==> config.mk <==
export PLATFORM = sky130hd
export DESIGN_NAME = avpp_queue
export DESIGN_NICKNAME = d
export VERILOG_FILES = /design/src/hdl/avpp_pkg.sv /design/src/hdl/avpp_queue.sv
export SDC_FILE = /design/constraint.sdc
export NUM_CORES = 1
export LEC_CHECK = 0
export CAP_MARGIN = 10
export CELL_PAD_IN_SITES_DETAIL_PLACEMENT = 2
export CELL_PAD_IN_SITES_GLOBAL_PLACEMENT = 2
export CORE_ASPECT_RATIO = 1.4
export CORE_MARGIN = 2
export CORE_UTILIZATION = 30
export CTS_CLUSTER_DIAMETER = 150
export DETAILED_ROUTE_END_ITERATION = 16
export DONT_BUFFER_PORTS = 1
export PLACE_DENSITY_LB_ADDON = 0.12
export SLEW_MARGIN = 20
export SYNTH_ARGS = -nofsm -noshare
export SYNTH_HDL_FRONTEND = slang
export SYNTH_SLANG_ARGS = --single-unit
==> constraint.sdc <==
create_clock -name clk -period 3.85 [get_ports clk]
set_input_delay 1.155 -clock clk [delete_from_list [all_inputs] [get_ports clk]]
set_output_delay 1.155 -clock clk [all_outputs]
set_load 0.02 [all_outputs]
==> src/hdl/avpp_pkg.sv <==
// ----------------------------------------------------------------------------
// Voice priority planner package
// Shared record type, constants and fixed-point helpers.
// ----------------------------------------------------------------------------
package avpp_pkg;

  // Default number of stored sources per scene.
  localparam int MaxSourcesDefault = 64;
  // Depth of the queue between the front and the back.
  localparam int QueueDepth = 4;
  // Scores at or below this value end the selection.
  localparam logic [31:0] ScoreFloor = 32'd65;
  // Numerator of the attenuation divide: 2^15 * 65536000.
  localparam logic [40:0] AttNum = 41'd2147483648000;

  // One classified source as handed from front to back.
  typedef struct packed {
    logic [31:0] id;
    logic        looping;
    logic [15:0] gain;
    logic [14:0] low_pass;
    logic [15:0] reverb;
    logic [31:0] score;
    logic        last;
  } rec_t;

  // Voice budget for each quality level.
  function automatic logic [6:0] budget_of(input logic [1:0] q);
    logic [6:0] b;
    case (q)
      2'd0:    b = 7'd24;
      2'd1:    b = 7'd36;
      2'd2:    b = 7'd48;
      default: b = 7'd64;
    endcase
    return b;
  endfunction

  // Kind boost in tenths.
  function automatic logic [6:0] boost_of(input logic [2:0] k);
    logic [6:0] b;
    case (k)
      3'd0:    b = 7'd40;
      3'd1:    b = 7'd38;
      3'd2:    b = 7'd34;
      3'd3:    b = 7'd25;
      3'd4:    b = 7'd21;
      3'd5:    b = 7'd15;
      3'd6:    b = 7'd12;
      default: b = 7'd16;
    endcase
    return b;
  endfunction

  // Exact floor(n / 10) for any 32-bit n by reciprocal multiplication.
  function automatic logic [31:0] div10(input logic [31:0] n);
    logic [63:0] p;
    p = 64'(n) * 64'h0_CCCC_CCCD;
    return 32'(p >> 35);
  endfunction

  // Exact floor(n / 100) for any 32-bit n by reciprocal multiplication.
  function automatic logic [31:0] div100(input logic [31:0] n);
    logic [63:0] p;
    p = 64'(n) * 64'h0_51EB_851F;
    return 32'(p >> 37);
  endfunction

endpackage

==> src/hdl/avpp_queue.sv <==
// ----------------------------------------------------------------------------
// Voice priority planner record queue
// Short first-in first-out buffer between front end and back end.
// ----------------------------------------------------------------------------
module avpp_queue (
  input  logic           clk,
  input  logic           rst,
  input  logic           wr_valid,
  output logic           wr_ready,
  input  avpp_pkg::rec_t wr_data,
  output logic           rd_valid,
  input  logic           rd_ready,
  output avpp_pkg::rec_t rd_data
);
  import avpp_pkg::*;

  localparam int PW = (QueueDepth > 1) ? $clog2(QueueDepth) : 1;
  localparam int CW = $clog2(QueueDepth + 1);

  rec_t          slots [QueueDepth];
  logic [PW-1:0] wptr;
  logic [PW-1:0] rptr;
  logic [CW-1:0] fill;
  logic          push;
  logic          pop;

  assign wr_ready = (fill != CW'(QueueDepth));
  assign rd_valid = (fill != '0);
  assign rd_data  = slots[rptr];
  assign push     = wr_valid && wr_ready;
  assign pop      = rd_valid && rd_ready;

  // Pointers and fill level.
  always_ff @(posedge clk) begin
    if (rst) begin
      wptr <= '0;
      rptr <= '0;
      fill <= '0;
    end else begin
      if (push) wptr <= (wptr == PW'(QueueDepth - 1)) ? '0 : wptr + 1'b1;
      if (pop)  rptr <= (rptr == PW'(QueueDepth - 1)) ? '0 : rptr + 1'b1;
      if (push && !pop) begin
        fill <= fill + 1'b1;
      end else if (pop && !push) begin
        fill <= fill - 1'b1;
      end
    end
  end

  // Record storage.
  always_ff @(posedge clk) begin
    if (push) slots[wptr] <= wr_data;
  end

  a_fill_range: assert property (@(posedge clk) disable iff (rst)
    fill <= CW'(QueueDepth))
    else $error("queue fill level out of range");

  a_ptr_gap: assert property (@(posedge clk) disable iff (rst)
    (fill == '0) |-> (wptr == rptr))
    else $error("empty queue with unequal pointers");

  a_no_overrun: assert property (@(posedge clk) disable iff (rst)
    (fill == CW'(QueueDepth)) |=> (fill != '0) || $past(pop))
    else $error("full queue lost its contents");

endmodule

==> results.txt, run 1 <==
----------------------------------------------------
[Synth]
  Mapped Area ... 16800 um2
  Commonest register cell after synthesis ... edfxtp_1
  Synth Instances ... 639
  Post-synthesis average cell area ... 26.3 um2
  Sequential cell area fraction in the yosys report ... 0.820
  Nets in the synthesized netlist ... 763
  Share of flip-flops with an asynchronous set or reset after synthesis ... 0
  Commonest cells post-synth ... 452 x edfxtp_1, 113 x mux4_2, 13 x buf_2
  Library cell with the largest summed area after synthesis ... edfxtp_1
  Synth top area share ... 0.809
  Post-synth EDFFs ... 452
  Synth warn ... 0
  Cell types occupying the most area after synthesis ... edfxtp_1 81%, mux4_2 15%, dfxtp_1 1.1%
  Number of distinct library cells after synthesis ... 25
  Seq cells post-synth ... 461
  Most repeated cell in the gate-level netlist after synthesis ... edfxtp_1

[Routing]
  WL/cell ... 25.9 um
  First-iteration detailed-routing DRC count ... 272
  Wirelength, routed ... 37500 um
  Drc violations ... 0
  Number of detailed-routing iterations run before antenna repair ... 4
  Via/cell ratio ... 4.71
  Via count ... 6819
  Number of nets with antenna violations after detailed routing ... 0

[Timing]
  Worst relative slew slack ... 0.528
  Peak clock frequency supported by timing ... 290 MHz
  Unrepaired setup endpoints after global routing ... no
  Final critical-path required period ... 3.45 ns
  Final max-slew violation count ... 0
  Worst-case setup margin in the final layout ... 0.400 ns
  Final Hold Viols ... 0
  Hold Worst Slack ... 0.482 ns
  Final Cycle Share ... 0.896
  Worst Skew ... 0.0289 ns
  Final total negative setup slack ... 0 ns
  Slew of the pin with the lowest slew margin ... 0.708 ns
  Endpoints failing setup ... 0

[Final layout]
  Final design area excluding fillers ... 19400 um2
  Count of fill cells added during filler insertion ... 5253
  Antenna cell count ... 0
  Share of final-layout standard cells stronger than drive strength 1 ... 0.292
  Area growth from synthesis to final layout ... 15.7%
  Sequential Area ... 13800 um2
  Layout Cells excl Fill ... 1448
  Layout net count ... 806
  Multi-input gate area in the final layout ... 2840 um2

[Critical path]
  Worst r2r path cells ... 8
  Slowest cell delay on critical path ... 0.73 ns
  Worst path required time ... 2.69 ns
  CP endpoint kind ... output pin
  Type of origin of the critical path ... flop
  Crit Path Class ... reg2out
  Data arrival time of the critical path ... 2.29 ns
  Series of cell instances along the critical path ... buf_4 -> mux4_2
  Top fanout value on the critical path ... 21
  Crit path max-delay cell type ... dfxtp_4

[Clocking]
  # hold bufs at CTS ... 0
  Clk buf depth ... 3
  Post-cts resize count ... 0
  Maximum level of the CTS H-tree ... 2
  TritonCTS clock tree ... built
  Number of CTS-inserted buffers ... 50
  Clk Tree Root Cell ... clkbuf_16
  Worst-path clk slew ... 0.06 ns
  Clock sink count ... 461
  Setup Buffers After CTS ... 0
  Latest clock arrival within the worst-skew pair ... 0.59 ns

[Hold path]
  Hold-critical path depth ... 2
  Worst hold path class ... reg2reg

[Run]
  Max-cap violations ... 0

[Floorplan]
  Top-level port count ... 232
  Initial Utilization ... 0.304
  Cell row count ... 102
  Width of the die ... 204 um
  Vertical die dimension ... 284 um
  Core area ... 55300 um2
  Die outline area ... 57900 um2

[Placed design]
  Cell count after placement ... 1358
  Cell Area, Placed ... 17900 um2
  Weighted congestion reported at the end of routability-driven placement ... 0.729
  Placement-stage worst setup slack ... 0.913 ns
  Port Buf Inserts ... 0
  Sum of net half-perimeters after detailed placement ... 23100 um

[GRT]
  Initial antenna violation count ... 0
  Global-route wire length before repair ... 55400 um
  Tot GR Track Use ... 0.132
  Largest net degree at the start of global routing ... 45
  Grt ovf ... 0
  Vias in the first global route ... 8059

[Pwr]
  Maximum ir drop on the vdd rail ... 0.367 mV
  Cell Pwr Density ... 691 nW/um2
  Leakage Power ... 5.86 nW

[Outcome]
  Outcome ... finished clean

----------------------------------------------------
==> where the power goes <==
group,internal (W),switching (W),leakage (nW)
combinational,0.000925,0.00160,0.887
clock,0.00268,0.00192,0.759
sequential,0.00608,0.000207,4.22
==> metrics by stage <==
step | util | total power [W]
after floorplan | - | 0.00831
after global routing | 0.351 | 0.0140
final | 0.351 | 0.0134
after detailed placement | 0.323 | 0.00904
after global placement | 0.323 | 0.00896
after CTS | 0.351 | 0.0137
==> registers in the layout (all words and copies together), names as in the netlist, named ones only <==
signal,count
wptr,2
fill,3
rptr,2
slots,452
==> per-layer routing <==
metal / up-vias / routed length (um) / track usage
li1: 2847 / - / -
met1: 3722 / 13100 / 0.141
met2: 196 / 20200 / 0.236
met3: 54 / 3240 / 0.0510
met4: 0 / 926 / 0.0434
met5: - / 0 / 0
==> path summary, 6_finish.rpt <==
path,slack [ns],end,startpoint
setup reg to reg,1.29,fill[2],fill[0]
hold / removal,0.48,flop,rptr[0]
hold reg to reg,0.48,flop,rptr[0]
setup / recovery,0.40,rd_data[46],flop
==> cell usage in the layout (no fill, tap or decap), types with 3 or more instances in the layout <==
master,instances
edfxtp_1,452
bufinv_16,4
clkinv_1,14
buf_12,15
dfxtp_1,7
ha_1,6
nor2_1,3
mux4_2,113
inv_1,3
clkbuf_1,8
clkinvlp_4,3
clkinv_2,8
and3_4,4
mux2i_1,3
clkbuf_16,51
buf_4,4
==> logic make-up (layout without fill, tap and decap cells) <==
kind of cell | after synthesis | count (layout) | share of synthesized area
flops | 461 | 461 | 0.820
mux | 116 | 116 | 0.153
buf+inv | 31 | 112 | 0.0119
simple gates | 17 | 17 | 0.00634
fa+ha+maj | 7 | 7 | 0.00567
compound gates | 5 | 5 | 0.00209
xor+xnor | 2 | 2 | 0.00104
==> critical path: cells and delay by family, from the launching register on <==
kind                   cells  cell delay (ns)
flip-flops                 1             0.73
multiplexers               1             0.62
buffers and inverters      1             0.33
==> cell type report <==
cell class | instances | area share
Clock inverter | 31 | 0.0131
Tap cell | 728 | 0.0469
Clock buffer | 59 | 0.0673
Multi-Input combinational cell | 147 | 0.146
Sequential cell | 461 | 0.709
Inverter | 3 | 0.000580
Timing Repair Buffer | 19 | 0.0170
Power figures use the tool's default switching activity.
==> run 2, diff against run 1 <==
==> constraint.sdc (replaced) <==
create_clock -name clk -period 3.85 [get_ports clk]
set_input_delay 0.385 -clock clk [delete_from_list [all_inputs] [get_ports clk]]
set_output_delay 0.385 -clock clk [all_outputs]
set_load 0.02 [all_outputs]
==> results.txt, run 2 (synthesis gave the netlist of run 1 again) <==
----------------------------------------------------
[Clocking]
  Clock sink count ... 461 (unchanged)
  Latest clock arrival within the worst-skew pair ... 0.56 ns (was 0.59 ns)
  Worst-path clk slew ... 0.06 ns (about the same)
  TritonCTS clock tree ... built (unchanged)
  Number of CTS-inserted buffers ... 47 (was 50)
  Clk Tree Root Cell ... clkbuf_16 (unchanged)
  Setup Buffers After CTS ... 0 (unchanged)
  Post-cts resize count ... 0 (unchanged)
  Maximum level of the CTS H-tree ... 2 (unchanged)
  Clk buf depth ... 3 (unchanged)

[Timing]
  Unrepaired setup endpoints after global routing ... no (unchanged)
  Endpoints failing setup ... 0 (unchanged)
  Final total negative setup slack ... 0 ns (unchanged)
  Final max-slew violation count ... 0 (unchanged)
  Final Hold Viols ... 0 (unchanged)
  Slew of the pin with the lowest slew margin ... 0.850 ns (was 0.708 ns)
  Worst Skew ... 0.00956 ns (was 0.0289 ns)
  Peak clock frequency supported by timing ... 353 MHz (was 290 MHz)
  Final Cycle Share ... 0.737 (was 0.896)
  Final critical-path required period ... 2.84 ns (was 3.45 ns)
  Worst relative slew slack ... 0.434 (was 0.528)

[Critical path]
  Beginning of the worst register-to-register path ... fill[0] (unchanged)
  Top fanout value on the critical path ... 48 (was 21)
  Data arrival time of the critical path ... 2.45 ns (was 2.29 ns)
  Type of origin of the critical path ... flop (unchanged)
  Worst r2r path cells ... 8 (unchanged)
  CP endpoint kind ... output pin (unchanged)
  Crit Path Class ... reg2out (unchanged)
  Worst path required time ... 3.46 ns (was 2.69 ns)
  Critical R2R Capture ... fill[2] (unchanged)
  Setup slack on the worst flop-to-flop path ... 1.25 ns (was 1.29 ns)

[Floorplan]
  Core area ... 55300 um2 (unchanged)
  Cell row count ... 102 (unchanged)
  Width of the die ... 204 um (unchanged)
  Top-level port count ... 232 (unchanged)
  Vertical die dimension ... 284 um (unchanged)
  Die outline area ... 57900 um2 (unchanged)
  Initial Utilization ... 0.304 (unchanged)

[Final layout]
  Most frequent standard cell in the layout excluding fill and tap cells ... edfxtp_1 (unchanged)
  Largest regs ... slots (452), fill (3) (unchanged)
  Share of the core filled with cells ... 0.371 (was 0.351)
  Layout Cells excl Fill ... 1557 (was 1448)
  Layout net count ... 914 (was 806)
  Register bank with the most flops ... slots (unchanged)
  Area growth from synthesis to final layout ... 22.1% (was 15.7%)
  Most used cells in the layout excluding fill and tap cells ... 452 x edfxtp_1, 116 x dlygate4sd3_1, 113 x mux4_2, 49 x clkbuf_16, 13 x clkinv_1 (was 452 x edfxtp_1, 113 x mux4_2, 51 x clkbuf_16, 15 x buf_12, 14 x clkinv_1)
  Share of final-layout standard cells stronger than drive strength 1 ... 0.249 (was 0.292)
  Flip-flop count of the largest register after layout ... 452 (unchanged)

[Routing]
  Via count ... 7107 (was 6819)
  Number of detailed-routing iterations run before antenna repair ... 4 (unchanged)
  Drc violations ... 0 (unchanged)
  Wirelength, routed ... 38400 um (was 37500 um)
  WL/cell ... 24.7 um (was 25.9 um)
  First-iteration detailed-routing DRC count ... 235 (was 272)
  Number of nets with antenna violations after detailed routing ... 0 (unchanged)
  Via/cell ratio ... 4.56 (was 4.71)

[Pwr]
  Net load switching power ... 0.00379 W (was 0.00372 W)
  Total power after layout ... 0.0137 W (was 0.0134 W)
  Maximum ir drop on the vdd rail ... 0.344 mV (was 0.367 mV)
  Sequential share of power ... 0.459 (was 0.469)
  Switching fraction of total power ... 0.277 (was 0.278)
  Fraction of power consumed by the clock network ... 0.347 (was 0.343)
  Design internal power ... 0.00988 W (was 0.00969 W)
  Cell Pwr Density ... 667 nW/um2 (was 691 nW/um2)
  Part of the power in combinational logic ... 0.193 (was 0.188)
  Leakage Power ... 6.32 nW (was 5.86 nW)

[GRT]
  Largest net degree at the start of global routing ... 114 (was 45)
  Global-route wire length before repair ... 57500 um (was 55400 um)
  Vias in the first global route ... 8331 (was 8059)
  Tot GR Track Use ... 0.135 (was 0.132)
  Initial antenna violation count ... 2 (was 0)
  Grt ovf ... 0 (unchanged)

[Placed design]
  Weighted congestion reported at the end of routability-driven placement ... 0.694 (was 0.729)
  Port Buf Inserts ... 0 (unchanged)
  Cell count after placement ... 1353 (was 1358)
  Sum of net half-perimeters after detailed placement ... 23300 um (was 23100 um)

[Hold path]
  Min-Delay Endpoint ... wptr[1]
  Hold-critical path depth ... 2 (unchanged)
  Hold path start ... rst (was rptr[0])
  Worst hold path class ... in2reg (was reg2reg)

[Outcome]
  Outcome ... finished clean (unchanged)

[Run]
  Max-cap violations ... 0 (unchanged)

----------------------------------------------------
run 2: repair_timing:
| action | 4_1_cts | 5_1_grt |
|---|---|---|
| hold buffers | 116 | 0 |
| endpoints found under the hold margin | 461 | 0 |
| endpoints found under the setup margin | 0 | 0 |
run 2: how the worst max path moves through the flow:
stage                        from      endpoint
after floorplan           fill[0]   slots[0][0]
after global placement    fill[0]       fill[2]
after detailed placement  fill[0]       fill[2]
after CTS                    flop  rd_data[106]
after global routing         flop   rd_data[67]
final                        flop   rd_data[67]
run 2: layout make-up:
class | instances | area [um2]
tap | 728 | 911
timing repair buffer | 130 | 1350
clock buffer | 54 | 1240
clock inverter | 33 | 370
fill | 5184 | 34800
sequential | 461 | 13800
multi-input combinational | 147 | 2840
antenna | 1 | 2.50
inverter | 3 | 11.3
run 2: power by group through the flow:
stage | Clock [W] | Combinational (W) | Sequential [W]
finish | 0.00474 | 0.00264 | 0.00628
global placement | 0 | 0.00256 | 0.00635
detailed placement | 0 | 0.00259 | 0.00640
floorplan | 0 | 0.00203 | 0.00628
CTS | 0.00493 | 0.00276 | 0.00629
global route | 0.00508 | 0.00285 | 0.00633
run 2: stage by stage:
stage | setup WS (ns) | cell area [um2] | hold WS (ns)
finish | 1.01 | 20500 | 0.0282
global placement | 1.37 | 17700 | 0.460
CTS | 0.825 | 20500 | 0.0132
detailed placement | 1.31 | 17700 | 0.467
global route | 0.848 | 20500 | 0.0187
floorplan | 1.31 | 16800 | 0.463
run 2: routing by layer:
metal  global-route usage  routed length [um]  vias to the layer above  share of wire
li1                     -                   -                     3062              -
met1                0.158               14800                     3817           0.38
met2                0.237               20200                      171           0.53
met3               0.0417                2660                       55          0.069
met4               0.0391                 785                        2          0.020
met5                    0                   7                        -        0.00018
run 2: worst max-delay path, stage by stage, from the launching register on:
cell     delay, ns
dfxtp_4       0.86
buf_4         0.52
mux4_2        0.47
==> run 3, diff against run 2 <==
ABC_AREA = 1   (was default)
clock period = 2.78 ns   (was 3.85 ns; I/O delays follow)
==> results.txt, run 3 <==
----------------------------------------------------
[Run]
  Max-cap violations ... 0 (unchanged)

[Placed design]
  Sum of net half-perimeters after detailed placement ... 28100 um (was 23300 um)
  Weighted congestion reported at the end of routability-driven placement ... 0.710 (was 0.694)
  Port Buf Inserts ... 0 (unchanged)

[Timing]
  Final Cycle Share ... 0.928
  Unrepaired setup endpoints after global routing ... no (unchanged)
  Final total negative setup slack ... 0 ns (unchanged)
  Final Hold Viols ... 0 (unchanged)
  Final max-slew violation count ... 0 (unchanged)
  Peak clock frequency supported by timing ... 387 MHz
  Worst Skew ... 0.0249 ns (was 0.00956 ns)
  Endpoints failing setup ... 0 (unchanged)
  Final critical-path required period ... 2.58 ns
  Worst relative slew slack ... 0.580 (was 0.434)
  Slew of the pin with the lowest slew margin ... 0.639 ns (was 0.850 ns)

[GRT]
  Global-route wire length before repair ... 71300 um (was 57500 um)
  Vias in the first global route ... 11.7k (was 8331)
  Grt ovf ... 0 (unchanged)
  Largest net degree at the start of global routing ... 90 (was 114)
  Tot GR Track Use ... 0.159 (was 0.135)
  Initial antenna violation count ... 6 (was 2)

[Final layout]
  Most used cells in the layout excluding fill and tap cells ... 452 x edfxtp_1, 238 x nor2_1, 197 x o21ai_0, 116 x dlygate4sd3_1, 113 x o22ai_1 (was 452 x edfxtp_1, 116 x dlygate4sd3_1, 113 x mux4_2, 49 x clkbuf_16, 13 x clkinv_1)
  Most frequent standard cell in the layout excluding fill and tap cells ... edfxtp_1 (unchanged)
  Share of final-layout standard cells stronger than drive strength 1 ... 0.127 (was 0.249)
  Largest regs ... slots (452), fill (3) (unchanged)
  Register bank with the most flops ... slots (unchanged)
  Flip-flop count of the largest register after layout ... 452 (unchanged)
  Layout net count ... 1476 (was 914)
  Area growth from synthesis to final layout ... 24.3% (was 22.1%)

[Critical path]
  Cell type group with the largest total delay on the critical path ... buffers and inverters (was flip-flops)
  Slowest cell delay on critical path ... 0.43 ns (was 0.86 ns)
  Cell with the most instances on the worst path ... buf_4
  Top fanout value on the critical path ... 36 (was 48)
  Worst r2r path cells ... 11 (was 8)
  CP endpoint ... rd_data[27] (was rd_data[67])
  Critical R2R Capture ... fill[2] (unchanged)
  Data arrival time of the critical path ... 2.30 ns (was 2.45 ns)
  Worst path required time ... 2.50 ns (was 3.46 ns)
  Crit Path Class ... reg2out (unchanged)
  Cell depth of the worst setup path ... 5 (was 2)
  Count of buffer and inverter cells on the critical path ... 3 (was 1)
  Beginning of the worst register-to-register path ... fill[1] (was fill[0])
  Setup slack on the worst flop-to-flop path ... 0.76 ns (was 1.25 ns)
  Crit path max-delay cell type ... dfxtp_4 (unchanged)
  Type of origin of the critical path ... flop (unchanged)
  CP endpoint kind ... output pin (unchanged)
  Series of cell instances along the critical path ... inv_6 -> buf_4 -> o21ai_0 -> o22ai_1 -> buf_4 (was buf_4 -> mux4_2)

[Floorplan]
  Die outline area ... 59300 um2 (was 57900 um2)
  Initial Utilization ... 0.304 (about the same)
  Cell row count ... 103 (was 102)
  Top-level port count ... 232 (unchanged)
  Vertical die dimension ... 287 um (was 284 um)
  Core area ... 56600 um2 (was 55300 um2)
  Width of the die ... 206 um (was 204 um)

[Routing]
  First-iteration detailed-routing DRC count ... 302 (was 235)
  Via/cell ratio ... 4.86 (was 4.56)
  Wirelength, routed ... 47100 um (was 38400 um)
  Number of detailed-routing iterations run before antenna repair ... 4 (unchanged)
  Number of nets with antenna violations after detailed routing ... 0 (unchanged)
  Via count ... 10.3k (was 7107)
  Drc violations ... 0 (unchanged)
  WL/cell ... 22.1 um (was 24.7 um)

[Clocking]
  Latest clock arrival within the worst-skew pair ... 0.59 ns (was 0.56 ns)
  # hold bufs at CTS ... 116 (unchanged)
  Worst-path clk slew ... 0.06 ns (about the same)
  Number of CTS-inserted buffers ... 47 (unchanged)
  TritonCTS clock tree ... built (unchanged)
  Clk Tree Root Cell ... clkbuf_16 (unchanged)
  Setup Buffers After CTS ... 0 (unchanged)
  Clock sink count ... 461 (unchanged)
  Post-cts resize count ... 0 (unchanged)
  Maximum level of the CTS H-tree ... 2 (unchanged)
  Clk buf depth ... 3 (unchanged)

[Synth]
  Sequential cell area fraction in the yosys report ... 0.799 (was 0.820)
  Share of flip-flops with an asynchronous set or reset after synthesis ... 0 (unchanged)
  Post-synth EDFFs ... 452 (unchanged)
  Synth Instances ... 1161 (was 639)
  Nets in the synthesized netlist ... 1285 (was 763)
  Most repeated cell in the gate-level netlist after synthesis ... edfxtp_1 (unchanged)
  Post-synthesis average cell area ... 14.8 um2 (was 26.3 um2)
  Seq cells post-synth ... 461 (unchanged)
  Commonest register cell after synthesis ... edfxtp_1 (unchanged)
  Number of distinct library cells after synthesis ... 22 (was 25)
  Cell types occupying the most area after synthesis ... edfxtp_1 79%, o21ai_0 5.7%, nor2_1 5.3% (was edfxtp_1 81%, mux4_2 15%, dfxtp_1 1.1%)
  Library cell with the largest summed area after synthesis ... edfxtp_1 (unchanged)
  Synth top area share ... 0.789 (was 0.809)
  Synth warn ... 0 (unchanged)
  Mapped Area ... 17200 um2 (was 16800 um2)
  Commonest cells post-synth ... 452 x edfxtp_1, 243 x nor2_1, 197 x o21ai_0 (was 452 x edfxtp_1, 113 x mux4_2, 13 x buf_2)

[Hold path]
  Worst hold path class ... in2reg (unchanged)
  Hold path start ... wr_valid (was rst)

[Pwr]
  Maximum ir drop on the vdd rail ... 0.644 mV (was 0.344 mV)
  Total power after layout ... 0.0217 W (was 0.0137 W)
  Leakage Power ... 7.10 nW (was 6.32 nW)
  Cell Pwr Density ... 1020 nW/um2 (was 667 nW/um2)

[Outcome]
  Outcome ... finished clean (unchanged)

----------------------------------------------------
-- run 3: changes by cell type in the layout (fill, tap and decap cells not counted), sizes merged, moves of 13 or more --
cell	change
nor2	+240
mux4	-113
o21ai	+226
inv	+14
o22ai	+113
nand2	+13
buf	+85
-- run 3: cell type report --
| type | instances | area [um2] |
|---|---|---|
| fill | 5690 | 35200 |
| sequential | 461 | 13800 |
| multi-input combinational | 611 | 2990 |
| timing repair buffer | 215 | 2100 |
| clock buffer | 58 | 1220 |
| tap | 735 | 920 |
| clock inverter | 28 | 317 |
| inverter | 16 | 67.6 |
| antenna | 5 | 12.5 |
-- run 3: stage by stage --
step	cells	cell area (um2)	setup WS (ns)	util	hold WS [ns]
after floorplan	1161	17300	-0.0325	-	0.343
after global placement	1922	18700	0.781	0.330	0.345
after detailed placement	1922	18700	0.742	0.330	0.346
after CTS	2124	21400	0.105	0.378	0.000862
after global routing	2129	21400	0.0198	0.378	0.0403
final	2129	21400	0.199	0.378	0.0428
-- run 3: power by group --
group	switching (W)	leakage, nW	internal [W]
Clock	0.00262	0.748	0.00376
Combinational	0.00463	2.13	0.00202
Sequential	0.000227	4.22	0.00847
-- run 3: how the worst min path moves through the flow --
stage,end,cells past startpoint
after floorplan,fill[0],1
after CTS,wptr[0],3
final,wptr[0],3
after global placement,fill[0],1
after global routing,wptr[0],3
after detailed placement,fill[0],1
-- run 3: worst register-to-register path, delay by kind of cell, from the launching register on --
kind	cells	cell delay [ns]
adder cells (fa/ha/maj)	2	0.60
buffers and inverters	2	0.12
flip-flops	1	0.34
AND/OR/NAND/NOR	7	0.91
-- run 3: cell families after synthesis --
group                    Yosys count  synth area share
adder cells (fa/ha/maj)            7           0.00553
flip-flops                       461             0.799
buffers and inverters             89            0.0293
AO/OA/AOI/OAI                    342             0.108
AND/OR/NAND/NOR                  261            0.0576
XOR/XNOR                           1          0.000509
-- run 3: per-layer routing --
metal | GRT usage | vias up | part of all wire
li1 | - | 4767 | -
met1 | 0.182 | 5334 | 0.40
met2 | 0.294 | 180 | 0.53
met3 | 0.0367 | 54 | 0.044
met4 | 0.0441 | 2 | 0.019
met5 | 0 | - | 0.00028
